$ cat config.mk
export PLATFORM = sky130hd
export DESIGN_NAME = adc_reading_to_seven_segment_scan
export DESIGN_NICKNAME = d
export VERILOG_FILES = /design/src/hdl/a7s_pkg.sv /design/src/hdl/a7s_scale.sv /design/src/hdl/a7s_digit.sv /design/src/hdl/adc_reading_to_seven_segment_scan.sv
export SDC_FILE = /design/constraint.sdc
export NUM_CORES = 1
export LEC_CHECK = 0
export BUFFER_PORTS_ARGS = -buffer_cell sky130_fd_sc_hd__buf_4
export CELL_PAD_IN_SITES_DETAIL_PLACEMENT = 2
export CELL_PAD_IN_SITES_GLOBAL_PLACEMENT = 2
export CORE_MARGIN = 2
export CORE_UTILIZATION = 30
export CTS_CLUSTER_DIAMETER = 200
export CTS_CLUSTER_SIZE = 40
export DETAILED_ROUTE_END_ITERATION = 7
export PLACE_DENSITY = 0.66
export SLEW_MARGIN = 20
export SYNTH_ARGS = -nofsm -noshare
export SYNTH_HDL_FRONTEND = slang
export SYNTH_HIERARCHICAL = 1
export SYNTH_SLANG_ARGS = --single-unit
$ cat constraint.sdc
create_clock -name aclk -period 21.2 [get_ports aclk]
set_clock_uncertainty 0.2 [all_clocks]
set_input_delay 2.12 -clock aclk [delete_from_list [all_inputs] [get_ports aclk]]
set_output_delay 2.12 -clock aclk [all_outputs]
set_load 0.005 [all_outputs]
$ cat src/hdl/a7s_pkg.sv
// a7s_pkg: shared types, constants and the segment table for the
// converter-reading seven-segment scan block. No dependencies.

package a7s_pkg;

    localparam int NUM_DIGITS  = 4;
    localparam int POS_BITS    = $clog2(NUM_DIGITS);
    localparam int SAMPLE_BITS = 10;
    localparam int SCALE_BITS  = 16;
    localparam int SCALE_SHIFT = 10;
    localparam int VALUE_BITS  = 14;
    localparam int COUNT_BITS  = 4;
    localparam int SEG_BITS    = 7;
    localparam int CFG_BITS    = SCALE_BITS;

    localparam logic [VALUE_BITS-1:0] MAX_SHOWN     = 14'd9999;
    localparam logic [COUNT_BITS-1:0] COUNT_MAX     = 4'd15;
    localparam logic [COUNT_BITS-1:0] REFRESH_RESET = 4'd9;
    localparam logic [SCALE_BITS-1:0] SCALE_RESET   = 16'd50000;

    typedef enum logic [0:0] {
        REG_REFRESH_SCANS = 1'b0,
        REG_SCALE         = 1'b1
    } reg_index_t;

    typedef enum logic [0:0] {
        ACT_TICK   = 1'b0,
        ACT_SAMPLE = 1'b1
    } action_t;

    typedef struct packed {
        logic                   action;
        logic [SAMPLE_BITS-1:0] sample;
    } in_beat_t;

    typedef struct packed {
        logic [SEG_BITS-1:0]   segments;
        logic [NUM_DIGITS-1:0] digit_enable;
        logic                  sample_taken;
    } out_beat_t;

    // segments a..g at bit0..bit6
    localparam logic [SEG_BITS-1:0] SEG_TABLE [10] = '{
        7'd63, 7'd6, 7'd91, 7'd79, 7'd102, 7'd109, 7'd125, 7'd7, 7'd127, 7'd111
    };

    function automatic logic [SEG_BITS-1:0] seg_of(input logic [3:0] d);
        logic [SEG_BITS-1:0] s;
        s = '0;
        if (d < 4'd10) begin
            s = SEG_TABLE[d];
        end
        return s;
    endfunction

endpackage

$ cat src/hdl/a7s_scale.sv
// a7s_scale: scales a converter reading to hundredths and clamps to 9999.
// Depends on a7s_pkg.

module a7s_scale import a7s_pkg::*; (
    input  logic [SAMPLE_BITS-1:0] sample,
    input  logic [SCALE_BITS-1:0]  scale,
    output logic [VALUE_BITS-1:0]  value
);

    localparam int PROD_BITS = SAMPLE_BITS + SCALE_BITS;
    localparam int SHR_BITS  = PROD_BITS - SCALE_SHIFT;

    logic [PROD_BITS-1:0] product;
    logic [SHR_BITS-1:0]  shifted;

    assign product = PROD_BITS'(sample) * PROD_BITS'(scale);
    assign shifted = product[PROD_BITS-1:SCALE_SHIFT];
    assign value   = (shifted > SHR_BITS'(MAX_SHOWN)) ? MAX_SHOWN
                                                      : shifted[VALUE_BITS-1:0];

endmodule

$ cat src/hdl/a7s_digit.sv
// a7s_digit: picks one decimal digit of the shown value and decodes it to
// segments plus a one-hot digit enable. Depends on a7s_pkg.

module a7s_digit import a7s_pkg::*; (
    input  logic [VALUE_BITS-1:0] value,
    input  logic [POS_BITS-1:0]   pos,
    output logic [SEG_BITS-1:0]   segments,
    output logic [NUM_DIGITS-1:0] digit_enable
);

    // reciprocal multiplies, exact for value below 10000
    localparam logic [11:0] RCP10   = 12'd3277;  // 2^15 / 10
    localparam logic [12:0] RCP100  = 13'd5243;  // 2^19 / 100
    localparam logic [13:0] RCP1000 = 14'd8389;  // 2^23 / 1000

    logic [25:0] p10;
    logic [26:0] p100;
    logic [27:0] p1000;
    logic [9:0]  q10;
    logic [6:0]  q100;
    logic [3:0]  q1000;
    logic [3:0]  d_tens, d_units, d_tenths, d_hundredths;
    logic [3:0]  digit;

    assign p10   = 26'(value) * 26'(RCP10);
    assign p100  = 27'(value) * 27'(RCP100);
    assign p1000 = 28'(value) * 28'(RCP1000);

    assign q10   = p10[24:15];
    assign q100  = p100[25:19];
    assign q1000 = p1000[26:23];

    assign d_tens       = q1000;
    assign d_units      = 4'(7'(q100) - 7'(q1000) * 7'd10);
    assign d_tenths     = 4'(10'(q10) - 10'(q100) * 10'd10);
    assign d_hundredths = 4'(value - 14'(q10) * 14'd10);

    always_comb begin
        case (pos)
            2'd0:    digit = d_tens;
            2'd1:    digit = d_units;
            2'd2:    digit = d_tenths;
            default: digit = d_hundredths;
        endcase
    end

    assign segments     = seg_of(digit);
    assign digit_enable = NUM_DIGITS'(1) << pos;

endmodule

$ cat src/hdl/adc_reading_to_seven_segment_scan.sv
// adc_reading_to_seven_segment_scan: top level with input register, scan
// state, config registers and result register. Depends on a7s_pkg,
// a7s_scale and a7s_digit.
//
//  channel  dir  handshake          payload
//  s_       in   s_valid / s_ready  s_data  (in_beat_t: action, sample)
//  m_       out  m_valid / m_ready  m_data  (out_beat_t: segments, digit_enable,
//                                            sample_taken)
//  cfg_     in   cfg_we             cfg_index, cfg_wdata
//
// One beat per cycle sustained while m_ready stays high; a beat is taken into the input
// register and its result is offered from the result register.
// The tick path (reciprocal multiply, subtract, segment lookup) sets the cycle length.
// Synchronous active-low reset clears valid flags, scan state and shown value, and loads the config reset values.
// A stalled m_ stage holds s_ready low only once the input register is full.

module adc_reading_to_seven_segment_scan import a7s_pkg::*; (
    input  logic                  aclk,
    input  logic                  aresetn,
    input  logic                  s_valid,
    output logic                  s_ready,
    input  in_beat_t              s_data,
    output logic                  m_valid,
    input  logic                  m_ready,
    output out_beat_t             m_data,
    input  logic                  cfg_we,
    input  reg_index_t            cfg_index,
    input  logic [CFG_BITS-1:0]   cfg_wdata
);

    logic                  in_valid_reg;
    in_beat_t              in_reg;
    logic                  out_valid_reg;
    out_beat_t             out_reg;
    out_beat_t             out_next;

    logic [COUNT_BITS-1:0] refresh_reg;
    logic [SCALE_BITS-1:0] scale_reg;
    logic [POS_BITS-1:0]   pos_reg, pos_next;
    logic [COUNT_BITS-1:0] count_reg, count_next;
    logic [VALUE_BITS-1:0] value_reg, value_next;

    logic [VALUE_BITS-1:0] scaled;
    logic [SEG_BITS-1:0]   tick_segments;
    logic [NUM_DIGITS-1:0] tick_enable;
    logic                  advance;
    logic                  take;

    assign advance = in_valid_reg && (!out_valid_reg || m_ready);
    assign s_ready = !in_valid_reg || advance;
    assign m_valid = out_valid_reg;
    assign m_data  = out_reg;

    a7s_scale u_scale (
        .sample (in_reg.sample),
        .scale  (scale_reg),
        .value  (scaled)
    );

    a7s_digit u_digit (
        .value        (value_reg),
        .pos          (pos_reg),
        .segments     (tick_segments),
        .digit_enable (tick_enable)
    );

    assign take = (in_reg.action == ACT_SAMPLE) && (count_reg >= refresh_reg);

    always_comb begin
        out_next   = '0;
        pos_next   = pos_reg;
        count_next = count_reg;
        value_next = value_reg;
        if (in_reg.action == ACT_TICK) begin
            out_next.segments     = tick_segments;
            out_next.digit_enable = tick_enable;
            pos_next              = pos_reg + POS_BITS'(1);
            if (pos_reg == POS_BITS'(NUM_DIGITS - 1) && count_reg != COUNT_MAX) begin
                count_next = count_reg + COUNT_BITS'(1);
            end
        end else if (take) begin
            out_next.sample_taken = 1'b1;
            count_next            = '0;
            value_next            = scaled;
        end
    end

    always_ff @(posedge aclk) begin
        if (!aresetn) begin
            in_valid_reg  <= 1'b0;
            out_valid_reg <= 1'b0;
            refresh_reg   <= REFRESH_RESET;
            scale_reg     <= SCALE_RESET;
            pos_reg       <= '0;
            count_reg     <= '0;
            value_reg     <= '0;
        end else begin
            if (s_valid && s_ready) begin
                in_valid_reg <= 1'b1;
            end else if (advance) begin
                in_valid_reg <= 1'b0;
            end
            if (advance) begin
                out_valid_reg <= 1'b1;
                pos_reg       <= pos_next;
                count_reg     <= count_next;
                value_reg     <= value_next;
            end else if (m_ready) begin
                out_valid_reg <= 1'b0;
            end
            if (cfg_we) begin
                case (cfg_index)
                    REG_REFRESH_SCANS: refresh_reg <= cfg_wdata[COUNT_BITS-1:0];
                    REG_SCALE:         scale_reg   <= cfg_wdata[SCALE_BITS-1:0];
                    default:           ;
                endcase
            end
        end
    end

    // payload registers, no reset needed
    always_ff @(posedge aclk) begin
        if (s_valid && s_ready) begin
            in_reg <= s_data;
        end
        if (advance) begin
            out_reg <= out_next;
        end
    end

    a_value_range: assert property (@(posedge aclk) disable iff (!aresetn)
        value_reg <= MAX_SHOWN)
        else $error("shown value above clamp limit");

    a_result_kind: assert property (@(posedge aclk) disable iff (!aresetn)
        m_valid |-> ((m_data.digit_enable == '0) ||
                     ($onehot(m_data.digit_enable) && !m_data.sample_taken)))
        else $error("result mixes tick and sample fields");

    a_pos_step: assert property (@(posedge aclk) disable iff (!aresetn)
        advance && (in_reg.action == ACT_TICK) |=>
            pos_reg == $past(pos_reg) + POS_BITS'(1))
        else $error("scan position did not step on tick");

    a_pos_hold: assert property (@(posedge aclk) disable iff (!aresetn)
        !(advance && (in_reg.action == ACT_TICK)) |=> $stable(pos_reg))
        else $error("scan position moved without tick");

    a_taken_clears: assert property (@(posedge aclk) disable iff (!aresetn)
        advance && take |=> count_reg == '0)
        else $error("scan count not cleared after taken sample");

endmodule

==> summary.txt <==
Clock root buffer -> clkbuf_16
Status -> completed
Max Slew Vio Count -> 0
Kind of critical path -> reg -> reg
Yosys top cell area share -> 0.305
Top Family by Delay on Critical Path -> adder cells
Initial Utilization -> 0.304
Diodes inserted -> 0
Clk Latency, worst-skew pair -> 0.36 ns
Crit path max fanout -> 9
P&R area growth vs syn -> 8.50%
Pre-Repair DR Iteration Count -> 5
HPWL after detailed placement -> 39.5 mm
Grt ovf -> 0
Synth Area in Compound Gates -> 0.0899
Post-synth EDFFs -> 23
Top Ports -> 47
Fill count -> 5810
Worst Tran Pin Value -> 0.873 ns
Placed inst area -> 16600 um^2
Synth area leader -> fa_1
Largest family of logic cells by synthesized area -> adder cells
Setup crit end kind -> flop
CTS Sinks -> 65
Switching Fraction -> 0.483
DRC -> 0
Cts repair resizes -> 0
Drt wl/cell -> 19.3 um
Switching power total -> 500 uW
First-pass GRT wire length -> 74.9 mm
Fin Hold WS -> 0.271 ns
Post-synthesis mux area share -> 0.0170
Cells after Synth -> 1697
Placer Congestion -> 0.854
RSZ-0062 raised after global routing -> no
Fin Setup TNS -> 0 ns
Clock tree buffer depth -> 2
Final ANT Viol Nets -> 0
Final wirelength -> 46.2 mm
Leak Pwr -> 0.00916 uW
Core area -> 51400 um^2
Worst stage delay on the critical path -> 0.66 ns
Comb pwr share -> 0.675
Buffer count from post-CTS setup fixing -> 0
Adder-Cell Fraction of Synth Area -> 0.523
Total CTS buffers -> 9
Synth unique cells -> 98
XOR/XNOR share of the synthesized area -> 0.0282
Via-to-Cell Ratio -> 4.81
Count leader, synth -> inv_1
Slowest CP cell -> dfxtp_1
IO Port Bufs -> 46
Largest net degree at the start of global routing -> 58
Hold buffers post-CTS -> 0
Layout cells sized above 1 -> 0.0629
Final instance area -> 17000 um^2
Vias in the first global route -> 13600
Initial antenna violation count -> 3
Fmax -> 117 MHz
Final Hold Viols -> 0
Peak supply drop -> 0.0571 mV
Share of total power in the clock network -> 0.180
Nets -> 2255
Clock Pin Slew Worst Setup and Hold Paths -> 0.07 ns
Commonest cells in the netlist -> inv_1, ha_1, fa_1
Syn_nets -> 2241
Largest register FFs -> 16
Seq/Total Area, Yosys -> 0.0980
Avg Inst Size Synth -> 9.21 um^2
Htree depth -> 3
Post-synthesis async set-or-reset flop share -> 0
Synthesized area -> 15600 um^2
DIE HEIGHT -> 232 um
Final setup viols -> 0
Ys flop type -> dfxtp_1
Layout Utilization -> 0.330
Worst path arrival time -> 8.44 ns
Max-Cap Viols -> 0
Int Pwr -> 536 uW
Vias -> 11500
Number of DRC markers in iteration 0 -> 267
Synth Register Bits -> 65
Post-layout worst setup margin -> 12.65 ns
GRT Util Overall -> 0.179
Die Footprint -> 53900 um^2
Synth warn -> 6
Worst path bufs/invs -> 3
Pre-CTS setup slack -> 12.62 ns
Req. time, crit path -> 21.09 ns
Slew HR -> 0.412
Post-synthesis simple-gate area fraction -> 0.129
Sequential share of power -> 0.146
Worst Hold Class -> reg -> reg
Power density cells -> 61.1 nW/um^2
Cell Rows -> 83
CTS tree -> done
Top post-synthesis cells by area -> fa_1, ha_1, inv_1, dfxtp_1, edfxtp_1
Tmin final -> 8.55 ns
Die X -> 232 um
CP Launch Type -> flop
Fin crit share -> 0.403
[metal layers]
metal | wire length (um) | vias to the layer above | global-route usage
met5 | 0 | - | 0
met4 | 1140 | 0 | 0.0493
met3 | 958 | 41 | 0.0187
met2 | 22900 | 105 | 0.312
met1 | 21200 | 5991 | 0.234
li1 | - | 5386 | -
[final cells by class]
cell class / count / area [um^2] / area share
clock inverter: 6 / 115 / 0.00679
multi-input combinational: 1173 / 12300 / 0.726
sequential: 65 / 1530 / 0.0903
tap: 680 / 851 / 0.0502
timing repair buffer: 48 / 360 / 0.0212
inverter: 414 / 1550 / 0.0916
clock buffer: 10 / 229 / 0.0135
[power by group through the flow]
stage / clock [uW] / combinational, uW / sequential [uW]
detailed placement: 0 / 700 / 154
global placement: 0 / 687 / 154
finish: 186 / 699 / 151
global route: 196 / 799 / 152
floorplan: 0 / 553 / 141
CTS: 193 / 709 / 151
[cell families (layout without fill, tap and decap cells)]
kind of cell,Yosys count,in the layout
buffers and inverters,459,478
AOI/OAI and AO/OA,194,194
xor gates and xnor gates,47,47
muxes,25,25
DFF,65,65
adders and majority gates,511,511
and+or+nand+nor,396,396
[final timing paths]
kind / slack, ns / end / startpoint / cells after the start
max: 12.65 / m_data[10] / value_reg[1] / 28
min: 0.27 / value_reg[0] / value_reg[0] / 2
max reg2reg: 12.65 / m_data[10] / value_reg[1] / 28
min reg2reg: 0.27 / value_reg[0] / value_reg[0] / 2
[worst reg2reg max path, delay by kind of cell (launching register included)]
kind	cells	cell delay, ns
AO/OA/AOI/OAI	4	0.96
multiplexers	1	0.11
AND/OR/NAND/NOR	5	1.07
buffers and inverters	3	0.28
XOR/XNOR	7	1.77
flip-flops	1	0.66
adder cells (fa/ha/maj)	8	3.24
[placed cells by master, fill, tap and decap left out, types with 12 or more instances in the layout]
master	count
xnor2_1	29
buf_4	48
a21boi_1	12
xor2_1	15
o21ai_0	22
nand2_1	175
a21o_1	13
nor2_1	34
nor2b_1	20
fa_1	238
mux2i_1	21
nand3_1	24
o211ai_1	12
a21oi_1	49
ha_1	273
dfxtp_1	42
and2_1	90
inv_1	413
edfxtp_1	23
[stage by stage]
stage / instances / power [uW]
after global placement: 2380 / 841
after detailed placement: 2380 / 854
final: 2396 / 1040
after global routing: 2396 / 1150
after floorplan: 1697 / 694
after CTS: 2396 / 1050
No activity file was read; power rests on OpenSTA's default activity.
